## src/design/gspe_pkg.sv

```systemverilog
// Shared constants and control/status types for the shortest-path engine.
// No dependencies; used by every other file of the block except gspe_ram.
package gspe_pkg;

  localparam int unsigned MAX_NODES_DEF  = 16;
  localparam int unsigned COST_BITS_DEF  = 16;

  localparam int unsigned NODE_BITS      = 4;
  localparam int unsigned CNT_BITS       = 5;
  localparam int unsigned FIELD_COST_BITS = 16;
  localparam int unsigned DIST_BITS      = 20;
  localparam int unsigned OUT_BITS       = 21;
  localparam int unsigned IN_TDATA_BITS  = 24;
  localparam int unsigned OUT_TDATA_BITS = 24;

  localparam logic [DIST_BITS-1:0] DIST_SAT       = '1;
  localparam logic [CNT_BITS-1:0]  NODE_COUNT_RST = 5'd16;

  localparam logic MODE_ADD   = 1'b0;
  localparam logic MODE_QUERY = 1'b1;

  typedef struct packed {
    logic clr_wr;
    logic edge_wr;
    logic capture;
    logic q_init;
    logic scan_rd;
    logic settle;
    logic relax_rd;
    logic next_round;
    logic dst_rd;
    logic res_load;
  } cmd_t;

  typedef struct packed {
    logic clr_done;
    logic q_bad;
    logic idx_end;
    logic found;
    logic last_round;
    logic out_busy;
  } sts_t;

endpackage

```

## src/design/graph_shortest_path_engine_top.sv

```systemverilog
// Shortest-path engine over a directed weighted graph held as an adjacency matrix.
// Input word (s_axis): tuser = mode, tdata = from_node, to_node, edge_cost.
// An add word (mode 0) stores one edge and gives no output word.
// A query word (mode 1) runs Dijkstra from from_node and returns the distance to
// to_node on m_axis (tdata[20:0], all ones when unreachable).
// A query runs in rounds. Each round is a registered scan of the distance RAM for the
// nearest open node followed by a pass over that node's row of the edge RAM; a round that
// finds no open node ends the search. Out-of-range queries skip the search and return
// all ones. One item is worked on at a time.
// The result sits in an output register; s_axis_tready returns while it waits, and a
// following query stalls at its end until m_axis_tready frees the register.
// After reset the edge RAM is cleared one entry per cycle, all MAX_NODES*MAX_NODES entries
// (256 by default), with s_axis_tready low; node_count writes on the cfg channel are
// taken at any time and reset to 16.
// Depends on gspe_pkg, gspe_ram, gspe_ctrl and gspe_dp.
module graph_shortest_path_engine_top #(
  parameter int unsigned MAX_NODES = gspe_pkg::MAX_NODES_DEF,
  parameter int unsigned COST_BITS = gspe_pkg::COST_BITS_DEF
) (
  input  logic                                clk_i,
  input  logic                                rst_ni,
  input  logic                                cfg_valid_i,
  output logic                                cfg_ready_o,
  input  logic [gspe_pkg::CNT_BITS-1:0]       cfg_data_i,       // node_count
  input  logic                                s_axis_tvalid_i,
  output logic                                s_axis_tready_o,
  input  logic [gspe_pkg::IN_TDATA_BITS-1:0]  s_axis_tdata_i,   // from_node, to_node, edge_cost
  input  logic [0:0]                          s_axis_tuser_i,   // mode
  output logic                                m_axis_tvalid_o,
  input  logic                                m_axis_tready_i,
  output logic [gspe_pkg::OUT_TDATA_BITS-1:0] m_axis_tdata_o    // distance, zero pad
);

  gspe_pkg::cmd_t cmd;
  gspe_pkg::sts_t sts;

  assign cfg_ready_o = 1'b1;

  gspe_ctrl u_ctrl (
    .clk_i      (clk_i),
    .rst_ni     (rst_ni),
    .s_tvalid_i (s_axis_tvalid_i),
    .s_mode_i   (s_axis_tuser_i[0]),
    .s_tready_o (s_axis_tready_o),
    .sts_i      (sts),
    .cmd_o      (cmd)
  );

  gspe_dp #(
    .MAX_NODES (MAX_NODES),
    .COST_BITS (COST_BITS)
  ) u_dp (
    .clk_i       (clk_i),
    .rst_ni      (rst_ni),
    .cfg_valid_i (cfg_valid_i),
    .cfg_data_i  (cfg_data_i),
    .s_tdata_i   (s_axis_tdata_i),
    .cmd_i       (cmd),
    .sts_o       (sts),
    .m_tvalid_o  (m_axis_tvalid_o),
    .m_tready_i  (m_axis_tready_i),
    .m_tdata_o   (m_axis_tdata_o)
  );

endmodule

```

## src/design/gspe_ram.sv

```systemverilog
// Generic single-write, single-read RAM with registered read data.
// No dependencies.
module gspe_ram #(
  parameter int unsigned WIDTH = 8,
  parameter int unsigned DEPTH = 16,
  localparam int unsigned AW = $clog2(DEPTH)
) (
  input  logic             clk_i,
  input  logic             we_i,
  input  logic [AW-1:0]    waddr_i,
  input  logic [WIDTH-1:0] wdata_i,
  input  logic             re_i,
  input  logic [AW-1:0]    raddr_i,
  output logic [WIDTH-1:0] rdata_o
);

  logic [WIDTH-1:0] mem_q [DEPTH];
  logic [WIDTH-1:0] rdata_q;

  always_ff @(posedge clk_i) begin
    if (we_i) begin
      mem_q[waddr_i] <= wdata_i;
    end
    if (re_i) begin
      rdata_q <= mem_q[raddr_i];
    end
  end

  assign rdata_o = rdata_q;

endmodule

```

## src/design/gspe_ctrl.sv

```systemverilog
// Sequencer for the shortest-path engine: clearing pass, edge writes, query rounds.
// Depends on gspe_pkg.
module gspe_ctrl (
  input  logic          clk_i,
  input  logic          rst_ni,
  input  logic          s_tvalid_i,
  input  logic          s_mode_i,
  output logic          s_tready_o,
  input  gspe_pkg::sts_t sts_i,
  output gspe_pkg::cmd_t cmd_o
);

  typedef enum logic [10:0] {
    ST_CLEAR     = 11'b000_0000_0001,
    ST_IDLE      = 11'b000_0000_0010,
    ST_QINIT     = 11'b000_0000_0100,
    ST_SCAN      = 11'b000_0000_1000,
    ST_SCAN_WAIT = 11'b000_0001_0000,
    ST_PICK      = 11'b000_0010_0000,
    ST_RELAX     = 11'b000_0100_0000,
    ST_RLX_WAIT  = 11'b000_1000_0000,
    ST_NEXT_RND  = 11'b001_0000_0000,
    ST_FETCH     = 11'b010_0000_0000,
    ST_RESULT    = 11'b100_0000_0000
  } state_e;

  state_e state_q, state_d;
  logic   accept;

  assign s_tready_o = (state_q == ST_IDLE);
  assign accept     = s_tvalid_i & s_tready_o;

  always_comb begin
    state_d = state_q;
    cmd_o   = '0;
    unique case (state_q)
      ST_CLEAR: begin
        cmd_o.clr_wr = 1'b1;
        if (sts_i.clr_done) state_d = ST_IDLE;
      end
      ST_IDLE: begin
        if (accept) begin
          if (s_mode_i == gspe_pkg::MODE_QUERY) begin
            cmd_o.capture = 1'b1;
            state_d       = ST_QINIT;
          end else begin
            cmd_o.edge_wr = 1'b1;
          end
        end
      end
      ST_QINIT: begin
        if (sts_i.q_bad) begin
          state_d = ST_RESULT;
        end else begin
          cmd_o.q_init = 1'b1;
          state_d      = ST_SCAN;
        end
      end
      ST_SCAN: begin
        if (sts_i.idx_end) state_d = ST_SCAN_WAIT;
        else cmd_o.scan_rd = 1'b1;
      end
      ST_SCAN_WAIT: state_d = ST_PICK;
      ST_PICK: begin
        if (sts_i.found) begin
          cmd_o.settle = 1'b1;
          state_d      = ST_RELAX;
        end else begin
          state_d = ST_FETCH;
        end
      end
      ST_RELAX: begin
        if (sts_i.idx_end) state_d = ST_RLX_WAIT;
        else cmd_o.relax_rd = 1'b1;
      end
      ST_RLX_WAIT: state_d = ST_NEXT_RND;
      ST_NEXT_RND: begin
        if (sts_i.last_round) begin
          state_d = ST_FETCH;
        end else begin
          cmd_o.next_round = 1'b1;
          state_d          = ST_SCAN;
        end
      end
      ST_FETCH: begin
        cmd_o.dst_rd = 1'b1;
        state_d      = ST_RESULT;
      end
      ST_RESULT: begin
        if (!sts_i.out_busy) begin
          cmd_o.res_load = 1'b1;
          state_d        = ST_IDLE;
        end
      end
      default: state_d = ST_CLEAR;
    endcase
  end

  always_ff @(posedge clk_i or negedge rst_ni) begin
    if (!rst_ni) begin
      state_q <= ST_CLEAR;
    end else begin
      state_q <= state_d;
    end
  end

endmodule

```

## src/design/gspe_dp.sv

```systemverilog
// Datapath of the shortest-path engine: edge store, distance store, scan and relax logic.
// Depends on gspe_pkg and gspe_ram.
module gspe_dp #(
  parameter int unsigned MAX_NODES = gspe_pkg::MAX_NODES_DEF,
  parameter int unsigned COST_BITS = gspe_pkg::COST_BITS_DEF
) (
  input  logic                                  clk_i,
  input  logic                                  rst_ni,
  input  logic                                  cfg_valid_i,
  input  logic [gspe_pkg::CNT_BITS-1:0]         cfg_data_i,
  input  logic [gspe_pkg::IN_TDATA_BITS-1:0]    s_tdata_i,
  input  gspe_pkg::cmd_t                        cmd_i,
  output gspe_pkg::sts_t                        sts_o,
  output logic                                  m_tvalid_o,
  input  logic                                  m_tready_i,
  output logic [gspe_pkg::OUT_TDATA_BITS-1:0]   m_tdata_o
);

  localparam int unsigned NW    = $clog2(MAX_NODES);
  localparam int unsigned CW    = $clog2(MAX_NODES + 1);
  localparam int unsigned EDEPTH = MAX_NODES * MAX_NODES;
  localparam int unsigned AW    = $clog2(EDEPTH);
  localparam int unsigned EW    = COST_BITS + 1;
  localparam int unsigned DB    = gspe_pkg::DIST_BITS;
  localparam int unsigned SW    = ((COST_BITS > DB) ? COST_BITS : DB) + 1;
  localparam int unsigned OB    = gspe_pkg::OUT_BITS;

  logic [gspe_pkg::CNT_BITS-1:0]  node_count_q;
  logic [CW-1:0]                  n_act;
  logic [gspe_pkg::NODE_BITS-1:0] in_from, in_to, src_q, dst_q;
  logic [gspe_pkg::FIELD_COST_BITS-1:0] in_cost;
  logic [NW-1:0]                  src_idx, dst_idx, best_q, p_idx_q;
  logic [DB-1:0]                  best_d_q, d_rdata, cand, d_wdata;
  logic [CW-1:0]                  idx_q, round_q;
  logic [AW-1:0]                  clr_q, e_waddr, e_raddr, add_addr;
  logic [EW-1:0]                  e_wdata, e_rdata;
  logic [COST_BITS-1:0]           e_w;
  logic [SW-1:0]                  sum;
  logic [MAX_NODES-1:0]           reached_q, settled_q;
  logic                           found_q, p_scan_q, p_relax_q, m_valid_q;
  logic [OB-1:0]                  m_data_q, res_val;
  logic                           add_ok, e_we, d_we, d_re, scan_hit, relax_upd, q_bad;
  logic [NW-1:0]                  d_waddr, d_raddr;

  assign in_from = s_tdata_i[3:0];
  assign in_to   = s_tdata_i[7:4];
  assign in_cost = s_tdata_i[23:8];
  assign src_idx = NW'(src_q);
  assign dst_idx = NW'(dst_q);

  always_comb begin
    if (node_count_q == '0) begin
      n_act = CW'(1);
    end else if (32'(node_count_q) > MAX_NODES) begin
      n_act = CW'(MAX_NODES);
    end else begin
      n_act = CW'(node_count_q);
    end
  end

  assign q_bad = (32'(src_q) >= 32'(n_act)) || (32'(dst_q) >= 32'(n_act));

  // Edge store: present bit above the cost
  assign add_ok   = (32'(in_from) < MAX_NODES) && (32'(in_to) < MAX_NODES);
  assign add_addr = AW'(in_from) * AW'(MAX_NODES) + AW'(in_to);
  assign e_we     = cmd_i.clr_wr | (cmd_i.edge_wr & add_ok);
  assign e_waddr  = cmd_i.clr_wr ? clr_q : add_addr;
  assign e_wdata  = cmd_i.clr_wr ? '0 : {1'b1, COST_BITS'(in_cost)};
  assign e_raddr  = AW'(best_q) * AW'(MAX_NODES) + AW'(idx_q[NW-1:0]);

  gspe_ram #(
    .WIDTH (EW),
    .DEPTH (EDEPTH)
  ) u_edge_ram (
    .clk_i   (clk_i),
    .we_i    (e_we),
    .waddr_i (e_waddr),
    .wdata_i (e_wdata),
    .re_i    (cmd_i.relax_rd),
    .raddr_i (e_raddr),
    .rdata_o (e_rdata)
  );

  // Relaxation of one out-edge, saturating at the distance ceiling
  assign e_w       = e_rdata[COST_BITS-1:0];
  assign sum       = SW'(best_d_q) + SW'(e_w);
  assign cand      = (sum > SW'(gspe_pkg::DIST_SAT)) ? gspe_pkg::DIST_SAT : sum[DB-1:0];
  assign relax_upd = p_relax_q & e_rdata[COST_BITS] &
                     (!reached_q[p_idx_q] || (cand < d_rdata));
  assign scan_hit  = p_scan_q & reached_q[p_idx_q] & !settled_q[p_idx_q] &
                     (!found_q || (d_rdata < best_d_q));

  assign d_we    = cmd_i.q_init | relax_upd;
  assign d_waddr = cmd_i.q_init ? src_idx : p_idx_q;
  assign d_wdata = cmd_i.q_init ? '0 : cand;
  assign d_re    = cmd_i.scan_rd | cmd_i.relax_rd | cmd_i.dst_rd;
  assign d_raddr = cmd_i.dst_rd ? dst_idx : idx_q[NW-1:0];

  gspe_ram #(
    .WIDTH (DB),
    .DEPTH (MAX_NODES)
  ) u_dist_ram (
    .clk_i   (clk_i),
    .we_i    (d_we),
    .waddr_i (d_waddr),
    .wdata_i (d_wdata),
    .re_i    (d_re),
    .raddr_i (d_raddr),
    .rdata_o (d_rdata)
  );

  assign res_val = (q_bad || !reached_q[dst_idx]) ? '1 : {1'b0, d_rdata};

  always_ff @(posedge clk_i or negedge rst_ni) begin
    if (!rst_ni) begin
      node_count_q <= gspe_pkg::NODE_COUNT_RST;
      clr_q        <= '0;
      idx_q        <= '0;
      round_q      <= '0;
      found_q      <= 1'b0;
      p_scan_q     <= 1'b0;
      p_relax_q    <= 1'b0;
      reached_q    <= '0;
      settled_q    <= '0;
      m_valid_q    <= 1'b0;
    end else begin
      if (cfg_valid_i) node_count_q <= cfg_data_i;
      if (cmd_i.clr_wr) clr_q <= clr_q + AW'(1);
      if (cmd_i.q_init || cmd_i.settle || cmd_i.next_round) begin
        idx_q <= '0;
      end else if (cmd_i.scan_rd || cmd_i.relax_rd) begin
        idx_q <= idx_q + CW'(1);
      end
      if (cmd_i.q_init) begin
        round_q <= '0;
      end else if (cmd_i.next_round) begin
        round_q <= round_q + CW'(1);
      end
      if (cmd_i.q_init || cmd_i.next_round) begin
        found_q <= 1'b0;
      end else if (scan_hit) begin
        found_q <= 1'b1;
      end
      p_scan_q  <= cmd_i.scan_rd;
      p_relax_q <= cmd_i.relax_rd;
      if (cmd_i.q_init) begin
        reached_q <= {{(MAX_NODES-1){1'b0}}, 1'b1} << src_idx;
        settled_q <= '0;
      end else begin
        if (cmd_i.settle) settled_q[best_q] <= 1'b1;
        if (relax_upd) reached_q[p_idx_q] <= 1'b1;
      end
      if (cmd_i.res_load) begin
        m_valid_q <= 1'b1;
      end else if (m_tready_i) begin
        m_valid_q <= 1'b0;
      end
    end
  end

  always_ff @(posedge clk_i) begin
    if (cmd_i.capture) begin
      src_q <= in_from;
      dst_q <= in_to;
    end
    if (cmd_i.scan_rd || cmd_i.relax_rd) p_idx_q <= idx_q[NW-1:0];
    if (scan_hit) begin
      best_q   <= p_idx_q;
      best_d_q <= d_rdata;
    end
    if (cmd_i.res_load) m_data_q <= res_val;
  end

  assign sts_o.clr_done   = (clr_q == AW'(EDEPTH - 1));
  assign sts_o.q_bad      = q_bad;
  assign sts_o.idx_end    = (idx_q == n_act);
  assign sts_o.found      = found_q;
  assign sts_o.last_round = (round_q == (n_act - CW'(1)));
  assign sts_o.out_busy   = m_valid_q & !m_tready_i;

  assign m_tvalid_o = m_valid_q;
  assign m_tdata_o  = {{(gspe_pkg::OUT_TDATA_BITS - OB){1'b0}}, m_data_q};

`ifndef ASSERT_OFF
  a_settle_found: assert property (@(posedge clk_i) disable iff (!rst_ni)
    cmd_i.settle |-> found_q)
    else $error("settle without a candidate");
  a_settle_mark: assert property (@(posedge clk_i) disable iff (!rst_ni)
    cmd_i.settle |=> settled_q[best_q])
    else $error("picked node not marked settled");
  a_relax_mono: assert property (@(posedge clk_i) disable iff (!rst_ni)
    relax_upd |-> (cand >= best_d_q))
    else $error("relaxed distance below settled distance");
  a_src_reached: assert property (@(posedge clk_i) disable iff (!rst_ni)
    cmd_i.q_init |=> reached_q[src_idx])
    else $error("source not reached after query start");
  a_no_overrun: assert property (@(posedge clk_i) disable iff (!rst_ni)
    cmd_i.res_load |-> !(m_valid_q && !m_tready_i))
    else $error("result overwrites a stalled word");
`endif

endmodule

```

## config.mk

```make
export PLATFORM = sky130hd
export DESIGN_NAME = graph_shortest_path_engine_top
export DESIGN_NICKNAME = d
export VERILOG_FILES = /design/src/design/gspe_pkg.sv /design/src/design/graph_shortest_path_engine_top.sv /design/src/design/gspe_ram.sv /design/src/design/gspe_ctrl.sv /design/src/design/gspe_dp.sv
export SDC_FILE = /design/constraint.sdc
export NUM_CORES = 2
export LEC_CHECK = 0
export BUFFER_PORTS_ARGS = -buffer_cell sky130_fd_sc_hd__buf_4
export CAP_MARGIN = 30
export CORE_MARGIN = 1.5
export CORE_UTILIZATION = 29
export CTS_CLUSTER_SIZE = 20
export DETAILED_ROUTE_END_ITERATION = 8
export GPL_ROUTABILITY_DRIVEN = 0
export SLEW_MARGIN = 20
export SYNTH_ARGS = -nofsm -noshare
export SYNTH_HDL_FRONTEND = slang
export SYNTH_MEMORY_MAX_BITS = 65536
export SYNTH_SLANG_ARGS = --single-unit
export TNS_END_PERCENT = 10
```

## constraint.sdc

```tcl
create_clock -name clk_i -period 10.5 [get_ports clk_i]
set_clock_uncertainty 0.15 [all_clocks]
set_input_delay 2.1 -clock clk_i [delete_from_list [all_inputs] [get_ports clk_i]]
set_output_delay 2.1 -clock clk_i [all_outputs]
set_load 0.01 [all_outputs]
```

After elaboration in Yosys (flattened, before gate mapping)
Memories as Yosys holds them, arrays and structs flattened. A register that Yosys moved wholly into a read port is not among the register bits.
Cells that the tools add are included.
{"block": "totals", "regBits": 127, "mem_bits_rw": 4672, "input_bits": 35, "out_inout_bits": 27, "word_cells": 157, "memories": 2}
{"block": "op_classes", "add_sub_neg": 7, "n_lt_le_gt_ge": 11, "n_eq_ne": 20, "shifts": 1, "muxes": 62, "bitwise_logic": 13, "n_reduce_logical": 23}
{"memory": "u_dp.u_edge_ram.mem_q", "depth": 256, "word_bits": 17, "rd": 1, "rd_ports_with_merged_regs": 1, "write_ports": 1, "line": "gspe_ram.sv:17", "text": "logic [WIDTH-1:0] mem_q [DEPTH];"}
{"memory": "u_dp.u_dist_ram.mem_q", "depth": 16, "word_bits": 20, "rd": 1, "rd_ports_with_merged_regs": 1, "write_ports": 1, "line": "gspe_ram.sv:17"}
{"operator": "$pmux 11 s11", "n": 1}
{"operator": "$mux 11", "n": 7}
{"operator": "$mux 16", "n": 4}
{"operator": "$lt 20x20->1", "n": 2}
{"operator": "$mux 20", "n": 2}
{"operator": "$or 16x16->16", "n": 2}
{"operator": "$mux 5", "n": 6}
{"operator": "$mux 1", "n": 28}
{"operator": "$add 20x16->21", "n": 1}
{"operator": "$gt 21x20->1 const B", "n": 1}
{"operator": "$mux 21", "n": 1}
{"operator": "$mux 10", "n": 2}
{"operator": "$mux 17", "n": 1}
{"operator": "$add 8x4->8", "n": 2}
{"operator": "$shl 1x4->16 const A", "n": 1}
{"operator": "$lt 4x5->1 const B", "n": 3}
{"operator": "$bmux 1 s4", "n": 3}
{"operator": "$ne 2x2->1 const B", "n": 6}
{"operator": "$reduce_bool 2->1", "n": 6}
{"operator": "$eq 11x1->1 const B", "n": 1}
{"operator": "$eq 11x10->1 const B", "n": 1}
{"operator": "$eq 11x11->1 const B", "n": 1}
{"operator": "$eq 11x2->1 const B", "n": 1}
{"operator": "$eq 11x3->1 const B", "n": 1}
{"operator": "25 further kinds", "n": 53}

Logic depth before layout (Yosys ltp)
{"block": "logic_depth", "depth_word": 10, "depth_mapped": 20, "depth_no_buf": 20}

Cells and area by module
Synthesis repeated with hierarchy kept, for this count alone.
{"block": "unflattened", "hier_cells": 9195, "area_unflattened_um2": 191040.7}
{"module": "gspe_ram at u_dp.u_edge_ram", "n_inst": 1, "cells_per_inst": 7797, "area_each_um2": 169874.2}
{"module": "gspe_ram at u_dp.u_dist_ram", "n_inst": 1, "cells_per_inst": 533, "area_each_um2": 12731.0}
{"module": "gspe_dp", "n_inst": 1, "cells_per_inst": 770, "area_each_um2": 7614.8}
{"module": "gspe_ctrl", "n_inst": 1, "cells_per_inst": 93, "area_each_um2": 809.5}
{"module": "graph_shortest_path_engine_top", "n_inst": 1, "cells_per_inst": 2, "area_each_um2": 11.3}

Worst setup path before layout
Ideal clock, no wire load.
{"block": "synth_timing", "path_type": "reg-to-reg", "from": "register u_ctrl.state_q[3]", "to": "memory u_dp.u_edge_ram.mem_q[0][10] in the netlist's numbering, data pin", "arrival_time_ps": 9088, "required_ps": 9492, "setup_slack_ps": 404, "stages_incl_launch_ff": 11, "n_path_buf": 4, "cell_sequence": "dfrtp_1 > clkbuf_1 > nor2_1 > nand2_1 > nor2_1 > and4_1 > buf_4 > inv_2 > clkbuf_1 > buf_1 > and2_1"}
{"block": "synth_via", "elab_chain_len": 3}
{"element": "from (decl)", "line": "gspe_ctrl.sv:27", "text": "state_e state_q, state_d;"}
{"element": "from (signal assigned)", "line": "gspe_ctrl.sv:103", "text": "state_q <= state_d;"}
{"element": "$eq 11x1->1", "line": "gspe_ctrl.sv:36", "text": "unique case (state_q)"}
{"element": "$mux 1", "line": "gspe_ctrl.sv:36"}
{"element": "$mux 17", "line": "gspe_dp.sv:68", "text": "assign e_wdata = cmd_i.clr_wr ? '0 : {1'b1, COST_BITS'(in_cost)};"}
{"element": "named net u_dp.e_wdata[10]", "line": "gspe_dp.sv:36", "text": "logic [EW-1:0] e_wdata, e_rdata;"}
{"element": "to (decl)", "line": "gspe_ram.sv:17"}
The timed path passes the listed nets, and every way through them passes these cells.

Worst setup path after layout
{"block": "layout_timing", "from": "register u_dp.best_d_q[0]", "to": "memory u_dp.u_dist_ram.mem_q[7][19] in the netlist's numbering, enable pin"}
{"block": "layout_via", "elab_chain_len": 9}
{"element": "from (decl)", "line": "gspe_dp.sv:33", "text": "logic [DB-1:0] best_d_q, d_rdata, cand, d_wdata;"}
{"element": "from (signal assigned)", "line": "gspe_dp.sv:169", "text": "best_d_q <= d_rdata;"}
{"element": "$add 20x16->21 *", "line": "gspe_dp.sv:86", "text": "assign sum = SW'(best_d_q) + SW'(e_w);"}
{"element": "$gt 21x20->1", "line": "gspe_dp.sv:87", "text": "assign cand = (sum > SW'(gspe_pkg::DIST_SAT)) ? gspe_pkg::DIST_SAT : sum[DB-1:0];"}
{"element": "$mux 20 *", "line": "gspe_dp.sv:87"}
{"element": "$lt 20x20->1 *", "line": "gspe_dp.sv:89", "text": "(!reached_q[p_idx_q] || (cand < d_rdata));"}
{"element": "$logic_or 1x1->1 *", "line": "gspe_dp.sv:89"}
{"element": "$and 1x1->1 *", "line": "gspe_dp.sv:88", "text": "assign relax_upd = p_relax_q & e_rdata[COST_BITS] &"}
{"element": "$or 1x1->1 *", "line": "gspe_dp.sv:93", "text": "assign d_we = cmd_i.q_init | relax_upd;"}
{"element": "$mux 1 *", "line": "gspe_ram.sv:21", "text": "if (we_i) begin"}
{"element": "$mux 1 (implied by the code) *", "line": "gspe_ram.sv:22", "text": "mem_q[waddr_i] <= wdata_i;"}
{"element": "to (decl)", "line": "gspe_ram.sv:17"}
Mark *: on every way between the ends. The rest lies on a longest branch, timed or not.

==> impl_metrics.json <==
{
  "status": "complete, no violations",
  "postLayoutCoreUtil_pct": 33.52,
  "synth_edf_count": 4766,
  "setup_slack_ps": 4176,
  "worst-path-max-fanout": 19,
  "clockRootBuffer": "clkbuf_16",
  "route.antenna.remaining_nets": 0,
  "die-area_um2": 659800,
  "start_util_pct": 29.07,
  "grt_pass1_wl_um": 809300,
  "holdBufCountCts": 0,
  "dp_cells": 18130,
  "cp_data_required_time_ps": 11070,
  "vias_per_cell": 5.359,
  "drv_slew": 0,
  "crit_chain": "ha_1 > inv_1 > fa_1 > nor2b_1 > o31a_1 > o21ai_1 > o21ai_0 > nand3_1 > nand2_1 > ha_1 > and2_0 > a221o_1 > a2111oi_0 > o31ai_1 > o21bai_2 > a22oi_1 > nor2_2 > buf_8",
  "met1_usage_pct": 23.60,
  "cts.sinks": 4836,
  "leakage_nw": 55.10,
  "syn_inst": 9489,
  "maxCapViolCount": 0,
  "ir_drop_mv": 0.1557,
  "use_met2_pct": 25.76,
  "grt_usage_pct": 17.29,
  "hp-class": "reg2reg",
  "rows": 297,
  "synth.distinct_cells": 93,
  "worst_pin_slew_ps": 1224,
  "final_cells": 19020,
  "dp_hpwl_um": 365000,
  "wire_per_inst_um": 31.15,
  "ys.flop_type": "edfxtp_1",
  "post-cts-setup-buffers": 0,
  "critPathCaptureType": "flop",
  "core_area_um2": 653300,
  "powerDensity_nw_per_um2": 171.3,
  "cts_tree": "yes",
  "crit_end": "u_dp.u_dist_ram.mem_q[7][19]",
  "rsz0062_at_grt": "false",
  "drt_iter0_markers": 16010,
  "hold_viol_final": 0,
  "grt-ovfl-total": 0,
  "busiest_layer": "met2",
  "cts.clk_slew.worst_paths_ps": 70,
  "cp_common_cell": "ha_1",
  "antenna_found_initial": 45,
  "vias": 101900,
  "die_w_um": 812.3,
  "seq_area_frac_synth_pct": 76.27,
  "drt-pass1-iter-count": 6,
  "finalSetupViolations": 0,
  "cp-start-kind": "flop",
  "relSlewSlack_pct": 18.30,
  "cp_slowest_stage_delay_ps": 660,
  "gr-usage-met3_pct": 5.117,
  "fmax_mhz": 158.1,
  "avgSynthCellArea_um2": 20.02,
  "tns_ps": 0,
  "grt_pass1_vias": 96820,
  "portBuffers": 57,
  "ff2ff_path_depth": 18,
  "h-tree-depth": 5,
  "period_share_pct": 60.22,
  "cts_made_buffers": 456,
  "wirelength_um": 592600,
  "drive_gt1_share_pct": 24.44,
  "die-height_um": 812.3,
  "area_growth_pct": 15.30,
  "crit_slowest_cell": "nand3_1",
  "r2r_slack_ps": 4180,
  "r2r-start": "u_dp.best_d_q[0]",
  "clock_latency_ps": 1100,
  "grt_start_max_net_pins": 200,
  "async_flop_share_pct": 1.447,
  "crit_start": "u_dp.best_d_q[0]",
  "fin_crit_ps": 6324,
  "critPathArrivalTime_ps": 6900,
  "cts_resized": 0,
  "yosys_register_bits": 4836,
  "num-nets-final": 10050,
  "synthesis.area_um2": 189900,
  "hold_ws_ps": 348.5,
  "drc": 0,
  "dp_slack_ps": 4115,
  "r2r_end": "u_dp.u_dist_ram.mem_q[7][19]",
  "cts_buffer_depth": 4,
  "crit_type": "reg2reg",
  "pin_count": 62,
  "yosysWarnings": 0
}
kinds of logic after synthesis:
family	synth area share (%)
other	0.003954
XOR/XNOR	0.1568
flip-flops	76.27
buffers and inverters	1.762
AND/OR/NAND/NOR	3.201
multiplexers	13.98
AO/OA/AOI/OAI	4.173
adder cells (fa/ha/maj)	0.4453
critical path: cells and delay by family (launching register included):
kind                       cells  cell delay, ps
buffers and inverters          2             300
AOI/OAI and AO/OA              8            2480
and+or+nand+nor                5            1850
adders and majority gates      3             890
DFF                            1             360
per-stage QoR:
step / total power, mW / area [um^2]
final: 37.51 / 219000
after global routing: 38.39 / 218900
after CTS: 37.67 / 218500
after detailed placement: 21.35 / 203700
after global placement: 21.35 / 202600
after floorplan: 21.31 / 189900
metal layers:
metal / share of wire, % / wire length (um) / up-vias
met3: 12 / 68270 / 1085
met5: 0.047 / 276 / -
li1: - / - / 40340
met2: 44 / 260800 / 6053
met4: 4.8 / 28590 / 22
met1: 40 / 234600 / 54450
cells in the mapped netlist, drive strengths merged (68+ instances only):
cell type,number,area [um^2]
a211oi,75,563.0
a21oi,161,820.8
a221oi,177,1563
a22oi,159,1194
and2,75,469.2
buf,319,2240
clkbuf,229,859.6
dfrtp,68,1702
edfxtp,4766,143100
mux2i,542,5425
mux4,927,20880
nand2,429,1620
nand3,124,620.6
nor2,433,1633
o21ai,184,920.9
power by group:
part	total [mW]	leakage (nW)	switching [mW]	internal [mW]
Sequential	20.9	34.7	0.00711	20.9
Clock	16.6	7.19	7.42	9.16
Combinational	0.0603	13.2	0.0381	0.0221
flip-flops by register name, summed over array words and instances (netlist names), 5 cells and up:
signal,cells
u_dp.round_q,5
u_dp.m_data_q,21
u_ctrl.state_q,11
u_dp.u_edge_ram.mem_q,4352
u_dp.clr_q,8
u_dp.u_dist_ram.rdata_o,20
u_dp.settled_q,16
u_dp.node_count_q,5
u_dp.reached_q,16
u_dp.idx_q,5
u_dp.u_edge_ram.rdata_o,17
u_dp.u_dist_ram.mem_q,320
u_dp.best_d_q,20
placed cells by master, fill, tap and decap left out, types with 66 or more instances in the layout:
master        n
a211oi_1     72
a21oi_1     142
a221oi_1    175
a22oi_1     159
buf_4       436
clkbuf_1     89
clkbuf_16   459
clkinv_1    109
clkinv_2     85
edfxtp_1   4766
ha_1         66
mux2i_1     539
mux4_2      927
nand2_1     405
nand3_1     124
nor2_1      158
nor2_2      214
o21ai_0     166
worst min path at each step:
stage / startpoint / to / slack [ps] / depth (start not counted)
2_1_floorplan: u_dp.p_idx_q[0] / u_dp.best_q[0] / 270 / 0
3_3_place_gp: u_dp.settled_q[3] / u_dp.settled_q[3] / 330 / 2
3_5_place_dp: u_dp.settled_q[10] / u_dp.settled_q[10] / 330 / 2
4_1_cts: u_dp.settled_q[10] / u_dp.settled_q[10] / 340 / 2
5_1_grt: u_dp.settled_q[4] / u_dp.settled_q[4] / 370 / 2
6_report: u_dp.settled_q[10] / u_dp.settled_q[10] / 350 / 2
cell type report:
| cell class | count | area [um^2] |
|---|---|---|
| fill | 61290 | 434300 |
| sequential | 4836 | 144900 |
| multi-input combinational | 4041 | 43070 |
| clock buffer | 553 | 11890 |
| tap | 8671 | 10850 |
| timing repair buffer | 544 | 5079 |
| clock inverter | 284 | 2880 |
| inverter | 66 | 270.3 |
| antenna | 28 | 70.07 |
(Power assumes the default switching activity.)
